==> src/hdl/wsfr_pkg.sv <==
// Shared types and constants for the websocket frame receiver.
// Used by wsfr_front, wsfr_queue, wsfr_back and websocket_frame_receiver.
// No dependencies.
package wsfr_pkg;

   localparam int LENGTH_BITS = 64;

   // Largest length that LENGTH_BITS bits can express, in a 64-bit word
   localparam logic [63:0] LENGTH_CAP = ((64'd1 << (LENGTH_BITS - 1)) << 1) - 64'd1;
   localparam logic [63:0] MAX_LEN_RESET = 64'd128 << 20;
   localparam logic [63:0] LIMIT_RESET =
      (MAX_LEN_RESET > LENGTH_CAP) ? LENGTH_CAP : MAX_LEN_RESET;

   // Register byte address
   localparam logic [3:0] ADDR_MAX_LEN = 4'd0;

   localparam int QUEUE_DEPTH = 2;
   localparam int QPTR_W = $clog2(QUEUE_DEPTH);

   // Result kinds
   localparam logic [1:0] KIND_PAYLOAD = 2'd0;
   localparam logic [1:0] KIND_MARKER  = 2'd1;
   localparam logic [1:0] KIND_ERROR   = 2'd2;

   // Frame classes
   localparam logic [1:0] CLS_DATA  = 2'd0;
   localparam logic [1:0] CLS_PING  = 2'd1;
   localparam logic [1:0] CLS_CLOSE = 2'd2;
   localparam logic [1:0] CLS_PONG  = 2'd3;

   // Error codes
   localparam logic [2:0] ERR_NONE      = 3'd0;
   localparam logic [2:0] ERR_STRAY     = 3'd1;
   localparam logic [2:0] ERR_MID_FRAG  = 3'd2;
   localparam logic [2:0] ERR_OPCODE    = 3'd3;
   localparam logic [2:0] ERR_TOO_LARGE = 3'd4;

   // Opcodes
   localparam logic [3:0] OP_CONT   = 4'h0;
   localparam logic [3:0] OP_TEXT   = 4'h1;
   localparam logic [3:0] OP_BINARY = 4'h2;
   localparam logic [3:0] OP_CLOSE  = 4'h8;
   localparam logic [3:0] OP_PING   = 4'h9;
   localparam logic [3:0] OP_PONG   = 4'hA;

   // Length codes in the second header byte
   localparam logic [6:0] LEN_EXT16 = 7'd126;
   localparam logic [6:0] LEN_EXT64 = 7'd127;

   // Work item handed from the parser to the output side
   typedef struct packed {
      logic [1:0] kind;
      logic [7:0] raw_byte;
      logic [7:0] key_byte;
      logic [1:0] frame_class;
      logic       message_type;
      logic       last_of_frame;
      logic       last_of_message;
      logic [2:0] error_code;
   } wsfr_entry_type;

   typedef struct packed {
      logic valid;
      logic full;
   } wsfr_qstat_type;

endpackage

==> src/hdl/websocket_frame_receiver.sv <==
// Top level of the websocket frame receiver: register port, parser, queue
// and output side. Depends on wsfr_pkg, wsfr_front, wsfr_queue, wsfr_back.
//
//   channel  direction  handshake                        payload
//   req      in         req_valid / req_stall            req_in_byte
//   rsp      out        rsp_valid / rsp_stall            kind, data_byte, class, flags, error
//   csr      in/out     csr_psel / csr_penable / pready  paddr, pwdata, prdata (64 bit)
//
// One byte is taken every cycle while req_stall is low; each result is registered.
// The parser takes a byte while the output register still holds an untaken
// result; req_stall rises only when the two-entry queue between them is full.
// Reset is synchronous and returns the parser to the first header byte.
// After a close frame or an error further bytes are taken and dropped.
module websocket_frame_receiver
   import wsfr_pkg::*;
(
   input  logic        clock,
   input  logic        reset,
   input  logic        req_valid,
   output logic        req_stall,
   input  logic [7:0]  req_in_byte,
   output logic        rsp_valid,
   input  logic        rsp_stall,
   output logic [1:0]  rsp_kind,
   output logic [7:0]  rsp_data_byte,
   output logic [1:0]  rsp_frame_class,
   output logic        rsp_message_type,
   output logic        rsp_last_of_frame,
   output logic        rsp_last_of_message,
   output logic [2:0]  rsp_error_code,
   input  logic        csr_psel,
   input  logic        csr_penable,
   input  logic        csr_pwrite,
   input  logic [3:0]  csr_paddr,
   input  logic [63:0] csr_pwdata,
   output logic [63:0] csr_prdata,
   output logic        csr_pready
);

   logic [63:0]    max_len_ff, max_len_in;
   logic [63:0]    limit_ff, limit_in;
   logic           csr_write;
   logic           accept;
   logic           push;
   wsfr_entry_type push_entry;
   logic           pop;
   wsfr_entry_type pop_entry;
   wsfr_qstat_type qstat;

   assign csr_pready = 1'b1;
   assign csr_write  = csr_psel && csr_penable && csr_pwrite &&
                       (csr_paddr[3] == ADDR_MAX_LEN[3]);
   assign csr_prdata = (csr_paddr[3] == ADDR_MAX_LEN[3]) ? max_len_ff : 64'd0;

   always_comb begin
      max_len_in = max_len_ff;
      limit_in   = limit_ff;
      if (csr_write) begin
         max_len_in = csr_pwdata;
         limit_in   = (csr_pwdata > LENGTH_CAP) ? LENGTH_CAP : csr_pwdata;
      end
   end

   always_ff @(posedge clock) begin
      if (reset) begin
         max_len_ff <= MAX_LEN_RESET;
         limit_ff   <= LIMIT_RESET;
      end else begin
         max_len_ff <= max_len_in;
         limit_ff   <= limit_in;
      end
   end

   assign req_stall = qstat.full;
   assign accept    = req_valid && !req_stall;

   wsfr_front u_front (
      .clock        (clock),
      .reset        (reset),
      .accept       (accept),
      .in_byte      (req_in_byte),
      .length_limit (limit_ff),
      .push         (push),
      .push_entry   (push_entry)
   );

   wsfr_queue u_queue (
      .clock      (clock),
      .reset      (reset),
      .push       (push),
      .push_entry (push_entry),
      .pop        (pop),
      .pop_entry  (pop_entry),
      .status     (qstat)
   );

   wsfr_back u_back (
      .clock               (clock),
      .reset               (reset),
      .q_valid             (qstat.valid),
      .q_entry             (pop_entry),
      .pop                 (pop),
      .rsp_valid           (rsp_valid),
      .rsp_stall           (rsp_stall),
      .rsp_kind            (rsp_kind),
      .rsp_data_byte       (rsp_data_byte),
      .rsp_frame_class     (rsp_frame_class),
      .rsp_message_type    (rsp_message_type),
      .rsp_last_of_frame   (rsp_last_of_frame),
      .rsp_last_of_message (rsp_last_of_message),
      .rsp_error_code      (rsp_error_code)
   );

   a_error_shape : assert property (@(posedge clock) disable iff (reset)
      rsp_valid && (rsp_kind == KIND_ERROR) |->
         rsp_last_of_frame && (rsp_error_code != ERR_NONE) && !rsp_last_of_message)
      else $error("error result without frame end or code");

   a_no_code_on_data : assert property (@(posedge clock) disable iff (reset)
      rsp_valid && (rsp_kind != KIND_ERROR) |-> (rsp_error_code == ERR_NONE))
      else $error("error code on a non-error result");

   a_msg_end : assert property (@(posedge clock) disable iff (reset)
      rsp_valid && rsp_last_of_message |->
         rsp_last_of_frame && (rsp_frame_class == CLS_DATA))
      else $error("message end outside a data frame end");

   a_no_push_when_full : assert property (@(posedge clock) disable iff (reset)
      qstat.full |-> !push)
      else $error("work item pushed into a full queue");

endmodule

==> src/hdl/wsfr_front.sv <==
// Header parser: accepts stream bytes, tracks frame and message state and
// emits one work item per result. Depends on wsfr_pkg.
module wsfr_front
   import wsfr_pkg::*;
(
   input  logic           clock,
   input  logic           reset,
   input  logic           accept,
   input  logic [7:0]     in_byte,
   input  logic [63:0]    length_limit,
   output logic           push,
   output wsfr_entry_type push_entry
);

   localparam logic [2:0] PH_HDR0 = 3'd0;
   localparam logic [2:0] PH_HDR1 = 3'd1;
   localparam logic [2:0] PH_EXT  = 3'd2;
   localparam logic [2:0] PH_MASK = 3'd3;
   localparam logic [2:0] PH_PAY  = 3'd4;

   logic [2:0]  phase_ff, phase_in;
   logic [3:0]  ext_left_ff, ext_left_in;
   logic [63:0] frame_length_ff, frame_length_in;
   logic [63:0] payload_left_ff, payload_left_in;
   logic [31:0] mask_key_ff, mask_key_in;
   logic [1:0]  mask_phase_ff, mask_phase_in;
   logic        final_ff, final_in;
   logic        masked_ff, masked_in;
   logic [3:0]  frame_op_ff, frame_op_in;
   logic        in_fragment_ff, in_fragment_in;
   logic        msg_type_ff, msg_type_in;
   logic        halted_ff, halted_in;
   logic [1:0]  frame_cls_ff, frame_cls_in;

   logic        hdr_done;
   logic [63:0] hdr_len;
   logic [2:0]  err;
   logic [7:0]  key_byte;
   logic        last;
   logic [6:0]  len7;

   always_comb begin
      phase_in        = phase_ff;
      ext_left_in     = ext_left_ff;
      frame_length_in = frame_length_ff;
      payload_left_in = payload_left_ff;
      mask_key_in     = mask_key_ff;
      mask_phase_in   = mask_phase_ff;
      final_in        = final_ff;
      masked_in       = masked_ff;
      frame_op_in     = frame_op_ff;
      in_fragment_in  = in_fragment_ff;
      msg_type_in     = msg_type_ff;
      halted_in       = halted_ff;
      frame_cls_in    = frame_cls_ff;
      hdr_done        = 1'b0;
      hdr_len         = frame_length_ff;
      err             = ERR_NONE;
      last            = 1'b0;
      len7            = in_byte[6:0];
      push            = 1'b0;
      push_entry      = '0;

      case (mask_phase_ff)
         2'd0:    key_byte = mask_key_ff[31:24];
         2'd1:    key_byte = mask_key_ff[23:16];
         2'd2:    key_byte = mask_key_ff[15:8];
         default: key_byte = mask_key_ff[7:0];
      endcase

      if (accept && !halted_ff) begin
         case (phase_ff)
            PH_HDR0: begin
               final_in    = in_byte[7];
               frame_op_in = in_byte[3:0];
               phase_in    = PH_HDR1;
            end
            PH_HDR1: begin
               masked_in       = in_byte[7];
               mask_key_in     = '0;
               frame_length_in = '0;
               if (len7 == LEN_EXT16) begin
                  ext_left_in = 4'd2;
                  phase_in    = PH_EXT;
               end else if (len7 == LEN_EXT64) begin
                  ext_left_in = 4'd8;
                  phase_in    = PH_EXT;
               end else begin
                  frame_length_in = {57'd0, len7};
                  hdr_len         = {57'd0, len7};
                  if (in_byte[7]) begin
                     ext_left_in = 4'd4;
                     phase_in    = PH_MASK;
                  end else begin
                     hdr_done = 1'b1;
                  end
               end
            end
            PH_EXT: begin
               frame_length_in = {frame_length_ff[55:0], in_byte};
               hdr_len         = {frame_length_ff[55:0], in_byte};
               ext_left_in     = ext_left_ff - 4'd1;
               if (ext_left_ff == 4'd1) begin
                  if (masked_ff) begin
                     ext_left_in = 4'd4;
                     phase_in    = PH_MASK;
                  end else begin
                     hdr_done = 1'b1;
                  end
               end
            end
            PH_MASK: begin
               mask_key_in = {mask_key_ff[23:0], in_byte};
               ext_left_in = ext_left_ff - 4'd1;
               if (ext_left_ff == 4'd1) begin
                  hdr_done = 1'b1;
               end
            end
            PH_PAY: begin
               last            = (payload_left_ff == 64'd1);
               mask_phase_in   = mask_phase_ff + 2'd1;
               payload_left_in = payload_left_ff - 64'd1;
               if (last) begin
                  phase_in = PH_HDR0;
               end
               if (frame_cls_ff != CLS_PONG) begin
                  push                     = 1'b1;
                  push_entry.kind          = KIND_PAYLOAD;
                  push_entry.raw_byte      = in_byte;
                  push_entry.key_byte      = key_byte;
                  push_entry.frame_class   = frame_cls_ff;
                  push_entry.last_of_frame = last;
                  if (frame_cls_ff == CLS_DATA) begin
                     push_entry.message_type    = msg_type_ff;
                     push_entry.last_of_message = last & final_ff;
                  end
                  if (frame_cls_ff == CLS_CLOSE && last) begin
                     halted_in = 1'b1;
                  end
               end
            end
            default: begin
               phase_in = PH_HDR0;
            end
         endcase

         // Resolve the finished header: length check first, then opcode
         if (hdr_done) begin
            if (hdr_len > length_limit) begin
               err = ERR_TOO_LARGE;
            end else begin
               case (frame_op_ff)
                  OP_PING:  frame_cls_in = CLS_PING;
                  OP_PONG:  frame_cls_in = CLS_PONG;
                  OP_CLOSE: frame_cls_in = CLS_CLOSE;
                  OP_CONT: begin
                     if (!in_fragment_ff) begin
                        err = ERR_STRAY;
                     end else begin
                        frame_cls_in   = CLS_DATA;
                        in_fragment_in = !final_ff;
                     end
                  end
                  OP_TEXT, OP_BINARY: begin
                     if (in_fragment_ff) begin
                        err = ERR_MID_FRAG;
                     end else begin
                        frame_cls_in   = CLS_DATA;
                        msg_type_in    = frame_op_ff[1];
                        in_fragment_in = !final_ff;
                     end
                  end
                  default: err = ERR_OPCODE;
               endcase
            end

            if (err != ERR_NONE) begin
               halted_in                = 1'b1;
               phase_in                 = PH_HDR0;
               push                     = 1'b1;
               push_entry.kind          = KIND_ERROR;
               push_entry.last_of_frame = 1'b1;
               push_entry.error_code    = err;
            end else begin
               mask_phase_in   = 2'd0;
               payload_left_in = hdr_len;
               if (hdr_len != 64'd0) begin
                  phase_in = PH_PAY;
               end else begin
                  phase_in = PH_HDR0;
                  if (frame_cls_in != CLS_PONG) begin
                     push                     = 1'b1;
                     push_entry.kind          = KIND_MARKER;
                     push_entry.frame_class   = frame_cls_in;
                     push_entry.last_of_frame = 1'b1;
                     if (frame_cls_in == CLS_DATA) begin
                        push_entry.message_type    = msg_type_in;
                        push_entry.last_of_message = final_ff;
                     end
                     if (frame_cls_in == CLS_CLOSE) begin
                        halted_in = 1'b1;
                     end
                  end
               end
            end
         end
      end
   end

   always_ff @(posedge clock) begin
      if (reset) begin
         phase_ff        <= PH_HDR0;
         ext_left_ff     <= '0;
         frame_length_ff <= '0;
         payload_left_ff <= '0;
         mask_key_ff     <= '0;
         mask_phase_ff   <= '0;
         final_ff        <= 1'b0;
         masked_ff       <= 1'b0;
         frame_op_ff     <= '0;
         in_fragment_ff  <= 1'b0;
         msg_type_ff     <= 1'b0;
         halted_ff       <= 1'b0;
         frame_cls_ff    <= CLS_DATA;
      end else begin
         phase_ff        <= phase_in;
         ext_left_ff     <= ext_left_in;
         frame_length_ff <= frame_length_in;
         payload_left_ff <= payload_left_in;
         mask_key_ff     <= mask_key_in;
         mask_phase_ff   <= mask_phase_in;
         final_ff        <= final_in;
         masked_ff       <= masked_in;
         frame_op_ff     <= frame_op_in;
         in_fragment_ff  <= in_fragment_in;
         msg_type_ff     <= msg_type_in;
         halted_ff       <= halted_in;
         frame_cls_ff    <= frame_cls_in;
      end
   end

endmodule

==> src/hdl/wsfr_queue.sv <==
// Short queue of work items between the parser and the output side.
// Depends on wsfr_pkg.
module wsfr_queue
   import wsfr_pkg::*;
(
   input  logic           clock,
   input  logic           reset,
   input  logic           push,
   input  wsfr_entry_type push_entry,
   input  logic           pop,
   output wsfr_entry_type pop_entry,
   output wsfr_qstat_type status
);

   wsfr_entry_type     slot_ff [QUEUE_DEPTH];
   logic [QPTR_W-1:0]  wr_ptr_ff, wr_ptr_in;
   logic [QPTR_W-1:0]  rd_ptr_ff, rd_ptr_in;
   logic [QPTR_W:0]    count_ff, count_in;
   logic               do_pop;

   assign do_pop       = pop && (count_ff != '0);
   assign status.valid = (count_ff != '0);
   assign status.full  = (count_ff == (QPTR_W + 1)'(QUEUE_DEPTH));
   assign pop_entry    = slot_ff[rd_ptr_ff];

   always_comb begin
      wr_ptr_in = wr_ptr_ff;
      rd_ptr_in = rd_ptr_ff;
      count_in  = count_ff;
      if (push) begin
         wr_ptr_in = (wr_ptr_ff == QPTR_W'(QUEUE_DEPTH - 1)) ? '0 : wr_ptr_ff + 1'b1;
      end
      if (do_pop) begin
         rd_ptr_in = (rd_ptr_ff == QPTR_W'(QUEUE_DEPTH - 1)) ? '0 : rd_ptr_ff + 1'b1;
      end
      if (push && !do_pop) begin
         count_in = count_ff + 1'b1;
      end else if (do_pop && !push) begin
         count_in = count_ff - 1'b1;
      end
   end

   always_ff @(posedge clock) begin
      if (push) begin
         slot_ff[wr_ptr_ff] <= push_entry;
      end
   end

   always_ff @(posedge clock) begin
      if (reset) begin
         wr_ptr_ff <= '0;
         rd_ptr_ff <= '0;
         count_ff  <= '0;
      end else begin
         wr_ptr_ff <= wr_ptr_in;
         rd_ptr_ff <= rd_ptr_in;
         count_ff  <= count_in;
      end
   end

endmodule

==> src/hdl/wsfr_back.sv <==
// Output side: unmasks payload bytes and holds the result register.
// Depends on wsfr_pkg.
module wsfr_back
   import wsfr_pkg::*;
(
   input  logic           clock,
   input  logic           reset,
   input  logic           q_valid,
   input  wsfr_entry_type q_entry,
   output logic           pop,
   output logic           rsp_valid,
   input  logic           rsp_stall,
   output logic [1:0]     rsp_kind,
   output logic [7:0]     rsp_data_byte,
   output logic [1:0]     rsp_frame_class,
   output logic           rsp_message_type,
   output logic           rsp_last_of_frame,
   output logic           rsp_last_of_message,
   output logic [2:0]     rsp_error_code
);

   logic       valid_ff, valid_in;
   logic [1:0] kind_ff;
   logic [7:0] data_ff;
   logic [1:0] cls_ff;
   logic       mt_ff;
   logic       lf_ff;
   logic       lm_ff;
   logic [2:0] err_ff;

   // Refill the result register when it is empty or its transfer completes
   assign pop = q_valid && (!valid_ff || !rsp_stall);

   always_comb begin
      valid_in = valid_ff;
      if (pop) begin
         valid_in = 1'b1;
      end else if (valid_ff && !rsp_stall) begin
         valid_in = 1'b0;
      end
   end

   always_ff @(posedge clock) begin
      if (reset) begin
         valid_ff <= 1'b0;
      end else begin
         valid_ff <= valid_in;
      end
   end

   always_ff @(posedge clock) begin
      if (pop) begin
         kind_ff <= q_entry.kind;
         data_ff <= q_entry.raw_byte ^ q_entry.key_byte;
         cls_ff  <= q_entry.frame_class;
         mt_ff   <= q_entry.message_type;
         lf_ff   <= q_entry.last_of_frame;
         lm_ff   <= q_entry.last_of_message;
         err_ff  <= q_entry.error_code;
      end
   end

   assign rsp_valid           = valid_ff;
   assign rsp_kind            = kind_ff;
   assign rsp_data_byte       = data_ff;
   assign rsp_frame_class     = cls_ff;
   assign rsp_message_type    = mt_ff;
   assign rsp_last_of_frame   = lf_ff;
   assign rsp_last_of_message = lm_ff;
   assign rsp_error_code      = err_ff;

endmodule

==> config.mk <==
export PLATFORM = sky130hd
export DESIGN_NAME = websocket_frame_receiver
export DESIGN_NICKNAME = d
export VERILOG_FILES = /design/src/hdl/wsfr_pkg.sv /design/src/hdl/websocket_frame_receiver.sv /design/src/hdl/wsfr_front.sv /design/src/hdl/wsfr_queue.sv /design/src/hdl/wsfr_back.sv
export SDC_FILE = /design/constraint.sdc
export NUM_CORES = 1
export LEC_CHECK = 0
export ABC_AREA = 1
export ABC_CLOCK_PERIOD_IN_PS = 7000
export BUFFER_PORTS_ARGS = -buffer_cell sky130_fd_sc_hd__clkbuf_2
export CAP_MARGIN = 25
export CORE_UTILIZATION = 35
export CTS_CLUSTER_SIZE = 16
export DETAILED_ROUTE_END_ITERATION = 16
export PLACE_DENSITY = 0.62
export SYNTH_ARGS = -nofsm -noshare
export SYNTH_HDL_FRONTEND = slang
export SYNTH_SLANG_ARGS = --single-unit
export TNS_END_PERCENT = 20
==> constraint.sdc <==
create_clock -name clock -period 7 [get_ports clock]
set_input_delay 0.35 -clock clock [delete_from_list [all_inputs] [get_ports clock]]
set_output_delay 0.35 -clock clock [all_outputs]
set_load 0.05 [all_outputs]
# Word level (Yosys, flattened, before mapping)
# Memories as Yosys holds them, arrays and structs flattened. A register that Yosys moved wholly into a read port is not among the register bits.
# Index checks and enable logic that the tools add are counted.
[totals] ff_bits=331 ramBits=52 in_bits=83 wordCells=211 mem_count=1
[op_classes] n_addsub=7 magnitude_cmp=2 n_eq_ne=26 muxes=102 bitwise_logic=4 reduce_logical=43
[memory_table] memory="u_queue.slot_ff" depth=2 word_bits=26 rd=1 rd_ports_with_merged_regs=1 write_ports=1 line_no="wsfr_queue.sv:15" source="wsfr_entry_type slot_ff [QUEUE_DEPTH];"
[op_table] operator="64-bit 2-to-1 mux" n=9
[op_table] operator="64-bit case mux with 2 select lines" n=2
[op_table] operator="64-bit by 1-bit == test with 1-bit output (second input constant)" n=1
[op_table] operator="64-bit greater-than comparator" n=1
[op_table] operator="64-bit greater-than comparator (second input constant)" n=1
[op_table] operator="32-bit case mux with 2 select lines" n=1
[op_table] operator="64-bit nonzero test" n=1
[op_table] operator="64-bit by 1-bit subtractor with 64-bit output (second input constant)" n=1
[op_table] operator="1-bit 2-to-1 mux" n=42
[op_table] operator="3-bit 2-to-1 mux" n=14
[op_table] operator="2-bit 2-to-1 mux" n=15
[op_table] operator="26-bit 2-to-1 mux" n=1
[op_table] operator="8-bit case mux with 3 select lines" n=1
[op_table] operator="23-bit 2-to-1 mux" n=1
[op_table] operator="21-bit 2-to-1 mux" n=1
[op_table] operator="4-bit 2-to-1 mux" n=5
[op_table] operator="3-bit case mux with 5 select lines" n=1
[op_table] operator="7-bit == test (second input constant)" n=2
[op_table] operator="4-bit == test (second input constant)" n=3
[op_table] operator="4-bit case mux with 3 select lines" n=1
[op_table] operator="2-bit nonzero test" n=6
[op_table] operator="1-bit logical AND" n=11
[op_table] operator="5-bit 2-to-1 mux" n=2
[op_table] operator="2-bit case mux with 5 select lines" n=1
[op_table] operator="36 further kinds" n=60

# Depth between registers and ports, before layout
[depth] ltp_word=19 ltp_mapped=34

# Cells and area by module
# Synthesis repeated with hierarchy kept, for this count alone.
[hier_totals] hier_cells=2735 hier_area_um2=19124.6
[by_module_without_submodules] module="wsfr_front" n_inst=1 cells_per_inst=2035 area_per_inst_um2=12927.4
[by_module_without_submodules] module="websocket_frame_receiver" n_inst=1 cells_per_inst=553 area_per_inst_um2=3333.2
[by_module_without_submodules] module="wsfr_queue" n_inst=1 cells_per_inst=116 area_per_inst_um2=2212.1
[by_module_without_submodules] module="wsfr_back" n_inst=1 cells_per_inst=31 area_per_inst_um2=651.9

# Worst setup path after synthesis
# Ideal clock, no wire load.
[synth_timing] path_kind="reg-to-reg" start="register u_front.phase_ff[1]" end="memory u_queue.slot_ff[1][0] (netlist name) (enable)" arrival_ns=3.245 t_required_ns=6.619 path_slack_ns=3.374 stages_incl_launch_ff=23 period_less_slack_ns=3.626 cell_sequence="dfxtp_1 inv_2 nor2_4 nand2_2 buf_6 buf_6 nand3_1 nand2_1 ha_1 nand2_1 nor2_1 nand4_1 nor3b_1 nand4_1 nand2_2 nand2_1 nand2_1 inv_1 nand2_1 nand3_1 nand3_2 nand2_1 inv_1"
[synth_between] elab_chain_len=15 word_cells_on_any_way=26 cone_classes="1 x order compare; 5 x eq/ne; 18 x mux; 2 x reduce/logical"
[synth_rtl] element="start, declared" line_no="wsfr_front.sv:21" source="logic [2:0] phase_ff, phase_in;"
[synth_rtl] element="start signal, assigned" line_no="wsfr_front.sv:226" source="phase_ff <= phase_in;"
[synth_rtl] element="3-bit by 2-bit == test with 1-bit output or 3-bit by 1-bit == test with 1-bit output (tied branches)" line_no="wsfr_front.sv:72" source="case (phase_ff)"
[synth_rtl] element="64-bit case mux with 2 select lines" line_no="wsfr_front.sv:72"
[synth_rtl] element="64-bit 2-to-1 mux" line_no="wsfr_front.sv:71" source="if (accept && !halted_ff) begin"
[synth_rtl] element="64-bit greater-than comparator" line_no="wsfr_front.sv:149" source="if (hdr_len > length_limit) begin"
[synth_rtl] element="2-bit 2-to-1 mux" line_no="wsfr_front.sv:149"
[synth_rtl] element="2-bit 2-to-1 mux" line_no="wsfr_front.sv:148" source="if (hdr_done) begin"
[synth_rtl] element="2-bit 2-to-1 mux" line_no="wsfr_front.sv:71"
[synth_rtl] element="2-bit != test" line_no="wsfr_front.sv:191" source="if (frame_cls_in != CLS_PONG) begin"
[synth_rtl] element="1-bit 2-to-1 mux" line_no="wsfr_front.sv:191"
[synth_rtl] element="1-bit 2-to-1 mux" line_no="wsfr_front.sv:187" source="if (hdr_len != 64'd0) begin"
[synth_rtl] element="1-bit 2-to-1 mux" line_no="wsfr_front.sv:177" source="if (err != ERR_NONE) begin"
[synth_rtl] element="1-bit 2-to-1 mux (*)" line_no="wsfr_front.sv:148"
[synth_rtl] element="1-bit 2-to-1 mux (*)" line_no="wsfr_front.sv:71"
[synth_rtl] element="net push" line_no="websocket_frame_receiver.sv:44" source="logic push;"
[synth_rtl] element="1-bit 2-to-1 mux (*)" line_no="wsfr_queue.sv:44" source="if (push) begin"
[synth_rtl] element="1-bit 2-to-1 mux (implied by the code) (*)" line_no="wsfr_queue.sv:45" source="slot_ff[wr_ptr_ff] <= push_entry;"
[synth_rtl] element="end, declared" line_no="wsfr_queue.sv:15"
# Mark *: on every way through the listed nets, which the timed path passes. The rest lies on a longest branch. The select of a mux whose other input is x is not followed.

# Final worst setup path
[layout_timing] start="register u_front.phase_ff[1]" end="register u_front.payload_left_ff[54]"
[layout_between] elab_chain_len=10 word_cells_on_any_way=16 cone_classes="1 x order compare; 4 x eq/ne; 10 x mux; 1 x reduce/logical"
[layout_rtl] element="3-bit by 2-bit == test with 1-bit output or 3-bit by 1-bit == test with 1-bit output (tied branches)" line_no="wsfr_front.sv:72"
[layout_rtl] element="64-bit case mux with 2 select lines" line_no="wsfr_front.sv:72"
[layout_rtl] element="64-bit 2-to-1 mux" line_no="wsfr_front.sv:71"
[layout_rtl] element="64-bit greater-than comparator" line_no="wsfr_front.sv:149"
[layout_rtl] element="3-bit 2-to-1 mux" line_no="wsfr_front.sv:149"
[layout_rtl] element="3-bit 2-to-1 mux" line_no="wsfr_front.sv:148"
[layout_rtl] element="3-bit 2-to-1 mux" line_no="wsfr_front.sv:71"
[layout_rtl] element="3-bit nonzero test" line_no="wsfr_front.sv:177"
[layout_rtl] element="64-bit 2-to-1 mux" line_no="wsfr_front.sv:177"
[layout_rtl] element="64-bit 2-to-1 mux (*)" line_no="wsfr_front.sv:148"
[layout_rtl] element="end signal, assigned" line_no="wsfr_front.sv:229" source="payload_left_ff <= payload_left_in;"
[layout_rtl] element="end, declared" line_no="wsfr_front.sv:24" source="logic [63:0] payload_left_ff, payload_left_in;"
# Mark *: on every way between the ends. The rest lies on a longest branch, timed or not. The select of a mux whose other input is x is not followed.
# A chain may end at the register's enable or synchronous reset.

==> flow_metrics.tcl <==
set metrics [dict create \
    status "complete, no violations" \
    maxCapViolations 0 \
    grt_max_degree 127 \
    hold_violations 0 \
    drtPass1Iterations 5 \
    drt_wl_total_um 51100 \
    fin_skew_ns 0.0186 \
    regArea_mm2 0.00711 \
    ys_seq_area_share_pct 40.1 \
    finalNetCount 2696 \
    gp_congestion 0.850 \
    yosysWarningCount 0 \
    synth_area_mm2 0.0177 \
    fin_crit_ns 5.48 \
    vias 16600 \
    relSlewSlack_pct 33.0 \
    syn_to_final_growth_pct 14.2 \
    hp-start "csr_pwdata[27]" \
    p_int_mw 4.38 \
    ir_drop_v 0.000166 \
    setup-tns-final_ns 0 \
    grt_overflow_total 0 \
    dp.cells 3171 \
    antenna_found_initial 2 \
    slew_violations 0 \
    path_clk_slew_ns 0.06 \
    crit_path_start_kind "flip-flop" \
    syn_area_per_cell_um2 7.22 \
    comb_power_share_pct 45.2 \
    grt_pass1_wl_um 80900 \
    p_sw_share_pct 44.4 \
    syn-instance-count 2452 \
    synth-seq-cells 320 \
    grt_usage_pct 19.7 \
    wl_per_cell_um 15.8 \
    io_buffers 163 \
    ff2ff_path_depth 24 \
    first_global_vias 15600 \
    switchingPower_mw 3.50 \
    fmax_mhz 182 \
    cts_sinks 320 \
    critPathRequiredTime_ns 7.40 \
    core_area_mm2 0.0501 \
    drc 0 \
    cts_tree "done" \
    start_util_pct 35.4 \
    worst_slew_pin_slew_ns 1.00 \
    cp_max_fo 56 \
    die_area_mm2 0.0515 \
    r2r-end "u_front.payload_left_ff[54]" \
    multi_input_area_mm2 0.00900 \
    post_cts_resize_count 0 \
    setup.worst_path.class "reg -> reg" \
    seqPwrFrac_pct 30.9 \
    cts_setup_buffers 0 \
    min_path_type "in -> reg" \
    crit-reg2reg-launch "u_front.phase_ff[1]" \
    rsz0062_at_grt "no" \
    hold-path-endpoint "max_len_ff[27]" \
    r2r_setup_slack_ns 1.52 \
    viasPerCell 5.13 \
    setup_viol 0 \
    end_kind "flip-flop" \
    cts.hold.buffers_added 0 \
    holdPathStages 3 \
    p_leak_nw 8.90 \
    cts_htree_levels 2 \
    clock_power_share_pct 23.9 \
    drtIter0Drc 1172 \
    cts_buffer_depth 3 \
    dp_hpwl_um 36800 \
    drive_gt1_share_pct 11.5 \
    holdWs_ns 0.0526 \
    fp-row-count 82 \
    die_h_um 227 \
    synth_cell_type_count 48 \
    cp.arrival_ns 5.88 \
    final_core_util_pct 40.4 \
    p_per_area_mw_per_mm2 390 \
    nFillCells 5202 \
    dieWidth_um 227 \
    fin_cells 3239 \
    fin_crit_sh_pct 78.3 \
    antenna_left 0 \
    root_buffer "clkbuf_16" \
    synth_fp_nets 2608 \
    insertion_delay_ns 0.53 \
    ios 168 \
    numCtsBuffers 35 \
]
## per-stage QoR
stage / area (µm²) / setup WS (ns) / power (mW)
2_1_floorplan: 17700 / 3.37 / 5.11
3_3_place_gp: 18900 / 1.37 / 5.91
3_5_place_dp: 18900 / 1.31 / 5.97
4_1_cts: 20100 / 1.33 / 7.88
5_1_grt: 20200 / 0.931 / 8.44
6_report: 20200 / 1.52 / 7.88
## worst max-delay path, stage by stage, from the launching register on
cell and delay [ns]:
dfxtp_1 0.37, inv_2 0.08, nor2_4 0.14, nand2_2 0.37, inv_2 0.83, buf_4 0.38
nand2_1 0.07, nand2_1 0.16, ha_1 0.17, nand2_1 0.07, nor2_1 0.15, nand4_1 0.11
nor3b_1 0.36, nand2_1 0.10, nand2_1 0.07, nand2_1 0.05, nand2_1 0.15, nand2_2 0.14
nand2_2 0.18, nor2_4 0.06, inv_2 0.49, buf_4 0.47, a21oi_1 0.12, o21ai_0 0.12
a21oi_1 0.09
## power groups by stage
stage	Combinational, mW	Clock [mW]	Sequential, mW
final	3.56	1.89	2.44
after global routing	3.97	1.99	2.47
after CTS	3.52	1.92	2.44
after detailed placement	3.50	0	2.47
after global placement	3.45	0	2.47
after floorplan	2.53	0	2.57
## layer usage
layer / GRT usage, % / share of wire, % / vias up
met4: 8.04 / 3.6 / 0
met5: 0.0978 / 0 / -
met2: 34.3 / 49 / 448
met1: 24.3 / 43 / 7780
met3: 2.57 / 4.8 / 111
li1: - / - / 8274
## cells in the mapped netlist (all sizes together)
library cell	count	area share, %
nor4	12	0.49
a31oi	1	0.071
o21a	3	0.13
xnor2	39	1.9
o21bai	4	0.17
dfxtp	250	28
nand3b	2	0.085
nand4	33	1.2
o211ai	55	2.3
inv	270	5.7
a21o	1	0.042
nor3	24	0.86
o21ai	120	3.4
clkinv	5	0.11
xor2	39	1.9
a221oi	1	0.049
clkbuf	91	1.9
o311ai	1	0.049
nand3	181	5.2
ha	73	5.2
o22ai	2	0.071
nor2	284	6.2
nor3b	2	0.11
a311oi	9	0.45
conb	1	0.021
and2	3	0.11
o211a	1	0.057
nand2	512	11
edfxtp	70	12
buf	39	1.3
mux2	10	0.64
a211oi	14	0.59
and3	1	0.035
a21oi	299	8.5
## registers in the layout, indices dropped and copies added (netlist names), 4 cells and up, named ones only
signal / flops
u_front.frame_length_ff: 64
u_front.payload_left_ff: 64
u_queue.slot_ff: 52
max_len_ff: 51
u_front.mask_key_ff: 32
limit_ff: 13
u_back.rsp_data_byte: 8
u_front.ext_left_ff: 4
u_front.frame_op_ff: 4
## cells in the final DEF (no fill, tap or decap), types with 14 or more instances in the layout
cell,instances
o21ai_0,114
dfxtp_1,250
nand4_1,33
edfxtp_1,70
a211oi_1,14
xor2_1,39
nand3_1,178
xnor2_1,39
inv_2,25
inv_1,247
clkbuf_16,36
nand2_1,505
ha_1,73
a21oi_1,299
nor3_1,19
o211ai_1,55
clkbuf_2,162
nor2_1,278
## worst max path at each step
stage,start,endpoint,slack (ns),depth (start not counted)
finish,u_front.phase_ff[1],u_front.payload_left_ff[54],1.52,24
global route,u_front.phase_ff[1],u_front.payload_left_ff[54],0.93,24
CTS,u_front.phase_ff[1],u_queue.slot_ff[1][22],1.33,24
detailed placement,req_in_byte[5],u_queue.slot_ff[1][14],1.31,25
global placement,req_in_byte[5],u_queue.slot_ff[1][22],1.37,27
floorplan,u_front.phase_ff[1],u_queue.slot_ff[1][0],3.37,22
## logic make-up (layout without fill, tap and decap cells)
logic type	Yosys count	count (layout)	synth area share, %
AND/OR/NAND/NOR	1054	1054	25.2
AO/OA/AOI/OAI	511	511	15.9
buffers and inverters	405	519	9.10
flip-flops	320	320	40.1
XOR/XNOR	78	78	3.86
adder cells (fa/ha/maj)	73	73	5.16
multiplexers	10	10	0.636
other	1	2	0.0212
## layout make-up
type	count	area share, %
multi-input cells	1727	44.5
flip-flops and latches	320	35.2
repair buffers	181	5.24
inverters	275	5.11
clock buffers	48	4.93
well taps	672	4.16
clock inverters	15	0.867
diodes	1	0.0124
Note: power is estimated with default switching activity, not from simulation.
